File: config.mk
export PLATFORM = sky130hd
export DESIGN_NAME = morton_tile_pixel_packer_unit_flat
export DESIGN_NICKNAME = d
export VERILOG_FILES = /design/src/mtpp_pkg.sv /design/src/mtpp_if.sv /design/src/morton_tile_pixel_packer_unit.sv /design/src/flat_wrapper.sv
export VERILOG_INCLUDE_DIRS = /design/src /design/src/src
export SDC_FILE = /design/constraint.sdc
export NUM_CORES = 1
export LEC_CHECK = 0
export BUFFER_PORTS_ARGS = -buffer_cell sky130_fd_sc_hd__clkbuf_2
export CAP_MARGIN = 20
export CORE_MARGIN = 5
export CORE_UTILIZATION = 45
export CTS_CLUSTER_DIAMETER = 60
export DETAILED_ROUTE_END_ITERATION = 12
export HOLD_SLACK_MARGIN = 0.15
export PLACE_DENSITY = 0.59
export SYNTH_ARGS = -nofsm -noshare
export SYNTH_HDL_FRONTEND = slang
export SYNTH_SLANG_ARGS = --single-unit
File: constraint.sdc
create_clock -name clk -period 8.3 [get_ports clk]
set_input_delay 1.66 -clock clk [delete_from_list [all_inputs] [get_ports clk]]
set_output_delay 1.66 -clock clk [all_outputs]
set_load 0.05 [all_outputs]
File: src/morton_tile_pixel_packer_unit_macros.svh
// ----------------------------------------------------------------------------
// Assertion macros for the Morton tile pixel packer
// Shared concurrent assertion wrappers, clocked on clk, with or without an arst_n disable.
// ----------------------------------------------------------------------------
`ifndef MORTON_TILE_PIXEL_PACKER_UNIT_MACROS_SVH
`define MORTON_TILE_PIXEL_PACKER_UNIT_MACROS_SVH

// Assertion sampled on clk, switched off while reset is asserted
`define MTPP_ASSERT(label, prop, msg) \
	label: assert property (@(posedge clk) disable iff (!arst_n) prop) else $error(msg);

// Assertion sampled on clk that also holds during reset
`define MTPP_ASSERT_ALWAYS(label, prop, msg) \
	label: assert property (@(posedge clk) prop) else $error(msg);

`endif

File: src/mtpp_pkg.sv
// ----------------------------------------------------------------------------
// Morton tile pixel packer package
// Field widths, register and format codes, and small helper functions.
// ----------------------------------------------------------------------------
`default_nettype none

package mtpp_pkg;

	// Field widths
	localparam int POS_W     = 10;
	localparam int CHAN_W    = 8;
	localparam int TEXEL_W   = 16;
	localparam int INDEX_W   = 20;
	localparam int FMT_W     = 2;
	localparam int TPR_W     = 8;
	localparam int CFG_IDX_W = 1;
	localparam int CFG_DATA_W = TPR_W;

	// Tile geometry: 8x8 tiles, 64 texels each
	localparam int TILE_LOG2 = 3;
	localparam int MORTON_W  = 2 * TILE_LOG2;
	localparam int TCOORD_W  = POS_W - TILE_LOG2;
	localparam int TILE_W    = TCOORD_W + TPR_W + 1;
	localparam int LIMIT_W   = TPR_W + TILE_LOG2;

	// Largest image side; rows wrap at this value (power of two)
	localparam int MAX_SIDE = 1024;
	localparam logic [POS_W-1:0] Y_WRAP_MASK = POS_W'(MAX_SIDE - 1);

	// Reset value of tiles_per_row
	localparam logic [TPR_W-1:0] TPR_RESET = TPR_W'(1);

	// Configuration register indexes
	typedef enum logic [CFG_IDX_W-1:0] {
		REG_PIXEL_FORMAT  = 1'b0,
		REG_TILES_PER_ROW = 1'b1
	} cfg_reg_t;

	// Texel formats; the remaining codes give zero texels
	typedef enum logic [FMT_W-1:0] {
		FMT_RGB565_PREMUL = 2'd0,
		FMT_RGBA4444      = 2'd1,
		FMT_NONE          = 2'd2
	} pix_fmt_t;

	// floor(p / 255) for p up to 255*255, without a divider
	function automatic logic [CHAN_W-1:0] div255(input logic [2*CHAN_W-1:0] p);
		logic [2*CHAN_W:0] t;
		t = (2*CHAN_W+1)'(p) + (2*CHAN_W+1)'(p[2*CHAN_W-1:CHAN_W]) + (2*CHAN_W+1)'(1);
		return t[2*CHAN_W-1:CHAN_W];
	endfunction

	// Interleave local x and y: x bit 0 lowest, then y bit 0, and so on
	function automatic logic [MORTON_W-1:0] morton_local(
		input logic [TILE_LOG2-1:0] lx,
		input logic [TILE_LOG2-1:0] ly
	);
		logic [MORTON_W-1:0] m;
		for (int i = 0; i < TILE_LOG2; i++) begin
			m[2*i]   = lx[i];
			m[2*i+1] = ly[i];
		end
		return m;
	endfunction

endpackage

`default_nettype wire

File: src/mtpp_if.sv
// ----------------------------------------------------------------------------
// Morton tile pixel packer channel interfaces
// Valid/ready channels for source pixels and packed texels.
// ----------------------------------------------------------------------------
`default_nettype none

interface mtpp_pix_if;
	import mtpp_pkg::*;

	logic              valid;
	logic              ready;
	logic [POS_W-1:0]  pos_x;
	logic [POS_W-1:0]  pos_y;
	logic [CHAN_W-1:0] red;
	logic [CHAN_W-1:0] green;
	logic [CHAN_W-1:0] blue;
	logic [CHAN_W-1:0] alpha;

	modport source (output valid, pos_x, pos_y, red, green, blue, alpha, input ready);
	modport sink   (input valid, pos_x, pos_y, red, green, blue, alpha, output ready);
endinterface

interface mtpp_tex_if;
	import mtpp_pkg::*;

	logic               valid;
	logic               ready;
	logic [TEXEL_W-1:0] texel;
	logic [INDEX_W-1:0] dest_index;
	logic               outside;

	modport source (output valid, texel, dest_index, outside, input ready);
	modport sink   (input valid, texel, dest_index, outside, output ready);
endinterface

`default_nettype wire

File: src/morton_tile_pixel_packer_unit.sv
// ----------------------------------------------------------------------------
// Morton tile pixel packer
// Packs RGBA8888 pixels into 16-bit texels and places them in 8x8 Morton tiles.
// ----------------------------------------------------------------------------
// Usage:
//   pix : valid/ready sink, one pixel (column, row, RGBA8888) per transaction.
//   tex : valid/ready source, one texel, its word index in the tiled buffer
//         and the past-width flag per transaction, in input order.
//   cfg_we/cfg_index/cfg_wdata : register writes, only while the block is idle
//         (index 0 pixel format, index 1 tiles per row).
// Path: an accepted pixel passes the input register, then the result register,
//   which drives tex. Throughput: one pixel per cycle, back to back, while tex
//   is taken; the two registers each hold one transaction, and the texel logic
//   (one 8x8 multiply per channel plus the /255 correction) sits between them.
// Stall: when tex is not taken, the result register holds, the input register
//   still fills once, and pix.ready then drops until tex moves again.
// Reset: arst_n clears both valid flags, pixel format to RGB565 premultiplied
//   and tiles per row to one.
// ----------------------------------------------------------------------------
`default_nettype none

`include "morton_tile_pixel_packer_unit_macros.svh"

module morton_tile_pixel_packer_unit (
	input  wire logic                         clk,
	input  wire logic                         arst_n,
	mtpp_pix_if.sink                          pix,
	mtpp_tex_if.source                        tex,
	input  wire logic                         cfg_we,
	input  wire logic [mtpp_pkg::CFG_IDX_W-1:0]  cfg_index,
	input  wire logic [mtpp_pkg::CFG_DATA_W-1:0] cfg_wdata
);
	import mtpp_pkg::*;

	// Configuration registers
	pix_fmt_t          fmt_q;
	logic [TPR_W-1:0]  tpr_q;

	// Input register
	logic              valid_s1;
	logic [POS_W-1:0]  x_s1;
	logic [POS_W-1:0]  y_s1;
	logic [CHAN_W-1:0] r_s1;
	logic [CHAN_W-1:0] g_s1;
	logic [CHAN_W-1:0] b_s1;
	logic [CHAN_W-1:0] a_s1;

	// Result register
	logic               out_valid_q;
	logic [TEXEL_W-1:0] texel_q;
	logic [INDEX_W-1:0] dest_index_q;
	logic               outside_q;

	// Combinational results
	logic                advance_s1;
	logic [POS_W-1:0]    y_wrap;
	logic [TILE_W-1:0]   tile_num;
	logic [MORTON_W-1:0] morton;
	logic [INDEX_W-1:0]  dest_index_d;
	logic                outside_d;
	logic [2*CHAN_W-1:0] prod_r;
	logic [2*CHAN_W-1:0] prod_g;
	logic [2*CHAN_W-1:0] prod_b;
	logic [CHAN_W-1:0]   pm_r;
	logic [CHAN_W-1:0]   pm_g;
	logic [CHAN_W-1:0]   pm_b;
	logic [TEXEL_W-1:0]  texel_d;

	// Configuration writes
	always_ff @(posedge clk or negedge arst_n) begin
		if (!arst_n) begin
			fmt_q <= FMT_RGB565_PREMUL;
			tpr_q <= TPR_RESET;
		end else if (cfg_we) begin
			unique case (cfg_reg_t'(cfg_index))
				REG_PIXEL_FORMAT:  fmt_q <= pix_fmt_t'(cfg_wdata[FMT_W-1:0]);
				REG_TILES_PER_ROW: tpr_q <= cfg_wdata[TPR_W-1:0];
				default: ;
			endcase
		end
	end

	// Handshake: stage 1 moves on when the result register is free or drains
	assign advance_s1 = !out_valid_q || tex.ready;
	assign pix.ready  = !valid_s1 || advance_s1;

	// Input register
	always_ff @(posedge clk or negedge arst_n) begin
		if (!arst_n) begin
			valid_s1 <= 1'b0;
		end else if (pix.ready) begin
			valid_s1 <= pix.valid;
		end
	end

	always_ff @(posedge clk) begin
		if (pix.valid && pix.ready) begin
			x_s1 <= pix.pos_x;
			y_s1 <= pix.pos_y;
			r_s1 <= pix.red;
			g_s1 <= pix.green;
			b_s1 <= pix.blue;
			a_s1 <= pix.alpha;
		end
	end

	// Tile address: tile number times 64 plus the Morton offset
	always_comb begin
		y_wrap       = y_s1 & Y_WRAP_MASK;
		tile_num     = TILE_W'(y_wrap[POS_W-1:TILE_LOG2]) * TILE_W'(tpr_q)
		             + TILE_W'(x_s1[POS_W-1:TILE_LOG2]);
		morton       = morton_local(x_s1[TILE_LOG2-1:0], y_wrap[TILE_LOG2-1:0]);
		dest_index_d = INDEX_W'({tile_num, morton});
		outside_d    = LIMIT_W'(x_s1) >= {tpr_q, TILE_LOG2'(0)};
	end

	// Premultiplied channels, exact floor(c*a/255)
	always_comb begin
		prod_r = r_s1 * a_s1;
		prod_g = g_s1 * a_s1;
		prod_b = b_s1 * a_s1;
		pm_r   = div255(prod_r);
		pm_g   = div255(prod_g);
		pm_b   = div255(prod_b);
	end

	// Texel packing per format
	always_comb begin
		case (fmt_q)
			FMT_RGB565_PREMUL: texel_d = {pm_r[7:3], pm_g[7:2], pm_b[7:3]};
			FMT_RGBA4444:      texel_d = {r_s1[7:4], g_s1[7:4], b_s1[7:4], a_s1[7:4]};
			default:           texel_d = '0;
		endcase
	end

	// Result register
	always_ff @(posedge clk or negedge arst_n) begin
		if (!arst_n) begin
			out_valid_q <= 1'b0;
		end else if (advance_s1) begin
			out_valid_q <= valid_s1;
		end
	end

	always_ff @(posedge clk) begin
		if (advance_s1 && valid_s1) begin
			texel_q      <= texel_d;
			dest_index_q <= dest_index_d;
			outside_q    <= outside_d;
		end
	end

	assign tex.valid      = out_valid_q;
	assign tex.texel      = texel_q;
	assign tex.dest_index = dest_index_q;
	assign tex.outside    = outside_q;

	// Checks
	`MTPP_ASSERT(a_full_blocks_input, valid_s1 && out_valid_q && !tex.ready |-> !pix.ready, "input taken while both registers are full and output stalled")
	`MTPP_ASSERT(a_accept_fills_s1, pix.valid && pix.ready |=> valid_s1, "accepted transaction lost before stage 1")
	`MTPP_ASSERT(a_s1_moves_out, valid_s1 && advance_s1 |=> out_valid_q, "stage 1 transaction not moved into result register")
	`MTPP_ASSERT(a_out_from_s1, $rose(out_valid_q) |-> $past(valid_s1), "result appeared without a stage 1 transaction")
	`MTPP_ASSERT_ALWAYS(a_reset_clears, !arst_n |=> !valid_s1 && !out_valid_q, "valid flags set during reset")

endmodule

`default_nettype wire

File: src/flat_wrapper.sv
// flat-port wrapper written by rule: the top's interface ports become plain ports
module morton_tile_pixel_packer_unit_flat import mtpp_pkg::*;
  (clk, arst_n, cfg_we, cfg_index, cfg_wdata, pix_valid, pix_pos_x, pix_pos_y, pix_red, pix_green, pix_blue, pix_alpha, pix_ready, tex_valid, tex_texel, tex_dest_index, tex_outside, tex_ready);
  mtpp_pix_if pix_i ();
  mtpp_tex_if tex_i ();
  input  wire logic clk;
  input  wire logic arst_n;
  input  wire logic cfg_we;
  input  wire logic [mtpp_pkg::CFG_IDX_W-1:0] cfg_index;
  input  wire logic [mtpp_pkg::CFG_DATA_W-1:0] cfg_wdata;
  input wire logic [$bits(pix_i.valid)-1:0] pix_valid;
  input wire logic [$bits(pix_i.pos_x)-1:0] pix_pos_x;
  input wire logic [$bits(pix_i.pos_y)-1:0] pix_pos_y;
  input wire logic [$bits(pix_i.red)-1:0] pix_red;
  input wire logic [$bits(pix_i.green)-1:0] pix_green;
  input wire logic [$bits(pix_i.blue)-1:0] pix_blue;
  input wire logic [$bits(pix_i.alpha)-1:0] pix_alpha;
  output wire logic [$bits(pix_i.ready)-1:0] pix_ready;
  output wire logic [$bits(tex_i.valid)-1:0] tex_valid;
  output wire logic [$bits(tex_i.texel)-1:0] tex_texel;
  output wire logic [$bits(tex_i.dest_index)-1:0] tex_dest_index;
  output wire logic [$bits(tex_i.outside)-1:0] tex_outside;
  input wire logic [$bits(tex_i.ready)-1:0] tex_ready;
  assign pix_i.valid = pix_valid;
  assign pix_i.pos_x = pix_pos_x;
  assign pix_i.pos_y = pix_pos_y;
  assign pix_i.red = pix_red;
  assign pix_i.green = pix_green;
  assign pix_i.blue = pix_blue;
  assign pix_i.alpha = pix_alpha;
  assign pix_ready = pix_i.ready;
  assign tex_valid = tex_i.valid;
  assign tex_texel = tex_i.texel;
  assign tex_dest_index = tex_i.dest_index;
  assign tex_outside = tex_i.outside;
  assign tex_i.ready = tex_ready;
  morton_tile_pixel_packer_unit u_core (.clk(clk), .arst_n(arst_n), .pix(pix_i), .tex(tex_i), .cfg_we(cfg_we), .cfg_index(cfg_index), .cfg_wdata(cfg_wdata));
endmodule
* Yosys cells after proc, flatten, opt, wreduce, memory -nomap -nowiden
Cells that the tools add are included.
** Cells by class
- Add/subtract/negate cells :: 7
- Multiply operators :: 4
- Magnitude comparators :: 1
- Equality and inequality tests :: 1
- Multiplexer cells :: 1
- Bitwise logic cells :: 1
- Reduce and logical (&&, ||, !) cells :: 9
** Operators by type and width (number)
- adder 16 x 1 -> 16 bit, second input constant :: 3
- adder 16 x 8 -> 16 bit :: 3
- multiplier 8 x 8 -> 16 bit :: 3
- case mux 16 bit (2 select lines) :: 1
- adder 14 x 7 -> 14 bit :: 1
- multiplier 7 x 8 -> 14 bit :: 1
- >= comparator 10 x 11 -> 1 bit :: 1
- AND reduction 2 bit :: 2
- == test 2 x 1 -> 1 bit, second input constant :: 1
- logical AND 1 bit :: 2
- logical NOT 1 bit :: 2
- logical NOT 2 bit :: 1
- logical OR 1 bit :: 2
- NOT 1 bit :: 1
** Storage, ports and cells
- Flip-flop bits (word level) :: 101
- Logic and storage cells :: 37

* Longest topological paths before layout
- Depth in word-level cells :: 4
- Mapped depth :: 28
- Mapped depth without buffers :: 27

* Worst setup path after synthesis
No wires, ideal clock.
- Path type :: reg-to-reg
- From :: reg u_core.a_s1[7]
- To :: reg u_core.texel_q[2] (netlist: u_core.tex.texel[2]), data pin
- Setup time :: 0.255 ns
- Data arrival time :: 6.089 ns
- Setup slack :: 1.956 ns
- Cell stages (with the launch flop) :: 25
- Buffers on the path :: 2
- Cell sequence :: edfxtp_1 -> clkbuf_1 -> nand2_1 -> fa_1 -> fa_1 -> inv_1 -> fa_1 -> inv_1 -> fa_1 -> inv_1 -> ha_1 -> buf_6 -> o211ai_1 -> o21ai_2 -> a211oi_1 -> xnor2_1 -> ha_1 -> o21ai_0 -> o31ai_1 -> a21oi_1 -> o21ai_2 -> a221oi_2 -> maj3_2 -> or4_1 -> and3_1
** Between the ends
- Word-level cells in the longest chain between the ends :: 4
** Ends and longest elaborated chain
- start: declaration :: line morton_tile_pixel_packer_unit.sv:46 : logic [CHAN_W-1:0] a_s1;
- start signal: assignment :: line morton_tile_pixel_packer_unit.sv:103 : a_s1 <= pix.alpha;
- multiplier 8 x 8 -> 16 bit :: line morton_tile_pixel_packer_unit.sv:121 : prod_b = b_s1 * a_s1;
- adder 16 x 8 -> 16 bit :: line mtpp_pkg.sv:49 : t = (2*CHAN_W+1)'(p) + (2*CHAN_W+1)'(p[2*CHAN_W-1:CHAN_W]) + (2*CHAN_W+1)'(1);
- adder 16 x 1 -> 16 bit :: line mtpp_pkg.sv:49
- case mux 16 bit (2 select lines) :: line morton_tile_pixel_packer_unit.sv:129 : case (fmt_q)
- via u_core.texel_d[2] :: line morton_tile_pixel_packer_unit.sv:67 : logic [TEXEL_W-1:0] texel_d;
- end signal: assignment :: line morton_tile_pixel_packer_unit.sv:147 : texel_q <= texel_d;
- end: declaration :: line morton_tile_pixel_packer_unit.sv:50 : logic [TEXEL_W-1:0] texel_q;
The timed path passes the listed nets, and every way through them passes these cells.
A chain may end at the register's enable or synchronous reset.

* Worst setup path after layout
- From :: reg u_core.a_s1[2]
- To :: reg u_core.texel_q[6] (netlist: u_core.tex.texel[6]), data pin
** Between the ends
- Word-level cells in the longest chain between the ends :: 4
** Ends and longest elaborated chain
- multiplier 8 x 8 -> 16 bit :: line morton_tile_pixel_packer_unit.sv:120 : prod_g = g_s1 * a_s1;
- adder 16 x 8 -> 16 bit :: line mtpp_pkg.sv:49
- adder 16 x 1 -> 16 bit :: line mtpp_pkg.sv:49
- case mux 16 bit (2 select lines) :: line morton_tile_pixel_packer_unit.sv:129
- via u_core.texel_d[6] :: line morton_tile_pixel_packer_unit.sv:67
The timed path passes the listed nets, and every way through them passes these cells.

==> flow_summary.toml <==
[outcome]
status = "complete, no violations"

[sta]
timing.final.hold_violations = 0
max-slew-margin-rel = 0.301
finalMaxSlewViolations = 0
postLayoutSetupSlackWorst_ns = 1.25
fin_skew_ns = 0.00955
final-setup-viol-count = 0
fmax_mhz = 142
fin_tns_setup_ns = 0
rsz0062_at_grt = "no"
fin_crit_ns = 7.05
whs_ns = 0.430
worstMarginPinSlew_ns = 1.05
finalCritPeriodShare = 0.849

[setup_path]
cp-start-kind = "flip-flop"
end_kind = "flip-flop"
critPathArrivalTime_ns = 7.19
crit_type = "reg -> reg"
worstPathMaxFanout = 24
required_ns = 8.44

[synthesis]
ys_ff_latch = 101
yosys_warnings = 0
synth_ff_type = "edfxtp_1"
synth_area_per_cell_um2 = 9.89
synth-edff-count = 89
syn-num-nets = 1702
async_flop_share = 0.119
synthCells = 1331
syn-cell-area_um2 = 13200
seq_area_frac_synth = 0.226
synth.distinct_cells = 85

[cts]
ctsHoldBuffers = 0
ctsLongestPathBuffers = 2
clock_sinks = 101
cts.repair.resized = 0
clk_pin_slew_ns = 0.09
postCtsSetupRepairBufs = 0
htree_levels = 3
worstSkewPairLatency_ns = 0.36
cts_tree = "done"
cts_root_buffer = "clkbuf_16"
cts_buffers = 9

[placed_design]
place_ws_ns = 1.29
port_buffers = 104
place_congestion = 0.864
place_area_um2 = 14100
dp_hpwl_mm = 23.3

[job]
cap_violations = 0

[die]
initial_core_util = 0.458
die_h_um = 181
io_pins = 105
coreArea_um2 = 28800
fp.dieW_um = 181
die-area_um2 = 32800
std_cell_rows = 62

[routing]
drt_first_iter_violations = 472
vias = 9409
ant_nets = 0
wl_per_cell_um = 16.1
drt_wl_total_mm = 29.1
vias_per_cell = 5.20
drc = 0
firstDrtPassIters = 6

[grt]
overflow = 0
grt_pass1_wl_mm = 49.5
grt_pass1_vias = 9666
antenna_found_initial = 4
track_usage = 0.184
grt_max_degree = 38

[pwr]
power_mw = 4.77
power_density_nw_per_um2 = 332
power_leakage_nw = 6.95
vdd_ir_drop_max_uv = 160

[cells_and_area]
final_cell_mix = "228 x inv_1, 205 x and2_1, 162 x ha_1, 143 x fa_1, 104 x clkbuf_2"
final_nets = 1792
areaGrowthSynthToFinish_pct = 9.20
drive_above_1_share = 0.112
diodes = 0
design_area_um2 = 14400
final_common_cell = "inv_1"

[worst_hold_path]
worstHoldPathType = "reg -> reg"
-- state kept, by name (all words and copies together) (netlist names), 2 cells and up --
signal	count
u_core.a_s1	8
u_core.b_s1	8
u_core.fmt_q	2
u_core.g_s1	8
u_core.r_s1	8
u_core.tex.dest_index	20
u_core.tex.texel	16
u_core.tpr_q	8
u_core.x_s1	10
u_core.y_s1	10
-- cells by family after synthesis --
kind of cell / Yosys count / synth area share
AOI/OAI and AO/OA: 178 / 0.0992
DFF: 101 / 0.226
xor gates and xnor gates: 53 / 0.0380
muxes: 10 / 0.00855
and+or+nand+nor: 422 / 0.178
adders and majority gates: 308 / 0.374
buffers and inverters: 259 / 0.0763
-- where the power goes --
part / switching, mW / total, mW / leakage [nW] / internal, mW
combinational: 2.08 / 3.53 / 5.80 / 1.45
sequential: 0.0805 / 0.779 / 0.998 / 0.698
clock: 0.239 / 0.458 / 0.151 / 0.219
-- path summary, 6_finish.rpt --
| check | from | end | slack, ns | depth (start not counted) |
|---|---|---|---|---|
| max | u_core.a_s1[2]$_DFFE_PP_ | u_core.tex.texel[6]$_DFFE_PP_ | 1.25 | 25 |
| min | u_core.y_s1[2]$_DFFE_PP_ | u_core.tex.dest_index[5]$_DFFE_PP_ | 0.43 | 0 |
| max reg2reg | u_core.a_s1[2]$_DFFE_PP_ | u_core.tex.texel[6]$_DFFE_PP_ | 1.25 | 25 |
| min reg2reg | u_core.y_s1[2]$_DFFE_PP_ | u_core.tex.dest_index[5]$_DFFE_PP_ | 0.43 | 0 |
| max in group asynchronous | arst_n | u_core.tpr_q[0]$_DFFE_PN1P_ | 6.83 | 1 |
| min in group asynchronous | arst_n | u_core.tpr_q[7]$_DFFE_PN0P_ | 1.17 | 1 |
-- layout make-up --
type | instances | area (um^2)
Fill cell | 2665 | 14400
Multi-Input combinational cell | 971 | 9190
Sequential cell | 101 | 2970
Inverter | 228 | 856
Timing Repair Buffer | 110 | 566
Tap cell | 384 | 480
Clock buffer | 9 | 225
Clock inverter | 7 | 86.3
-- routing by layer --
layer  vias to the layer above  global-route usage  share of wire
met5                         -                   0         0.0017
li1                       4596                   -              -
met2                       169               0.306           0.46
met4                         8              0.0384          0.017
met3                        35              0.0406          0.050
met1                      4601               0.248           0.47
-- critical path, cell delays in order, from the launching register on --
cell and delay (ns):
edfxtp_1 0.84, nand2_1 0.18, fa_1 0.54, fa_1 0.56
inv_1 0.05, fa_1 0.48, inv_1 0.05, fa_1 0.48
inv_1 0.04, ha_1 0.33, nand3_1 0.14, o2111ai_1 0.21
a21o_1 0.23, a21o_1 0.18, xnor2_1 0.22, inv_1 0.12
ha_1 0.23, inv_1 0.09, nand4_1 0.09, mux2_2 0.28
a21oi_1 0.17, a31oi_1 0.06, maj3_1 0.38, a221oi_1 0.38
nor4_1 0.11, a2111oi_0 0.37
-- through the flow --
stage               std cells  utilization
floorplan                1331            -
global placement         1794        0.489
detailed placement       1794        0.489
CTS                      1810        0.500
global route             1810        0.500
finish                   1810        0.500
-- cells in the mapped netlist, types with 7 or more instances --
cell type	number	share of area
and2_1	207	0.098
or3_1	7	0.0033
a21oi_1	41	0.016
nand3_1	18	0.0068
nor2b_1	9	0.0043
dfrtp_1	11	0.021
fa_1	143	0.22
xor2_1	15	0.010
nor2_1	41	0.012
a211oi_1	11	0.0063
edfxtp_1	89	0.20
nand2_1	76	0.022
ha_1	162	0.15
clkbuf_1	25	0.0071
mux2_2	10	0.0086
inv_1	228	0.065
xnor2_1	35	0.023
o21ai_0	25	0.0095
o211ai_1	11	0.0063
a21o_1	15	0.0086
o21a_1	9	0.0051
nor3_1	20	0.0076
nand2b_1	9	0.0043
(Power assumes the default switching activity.)
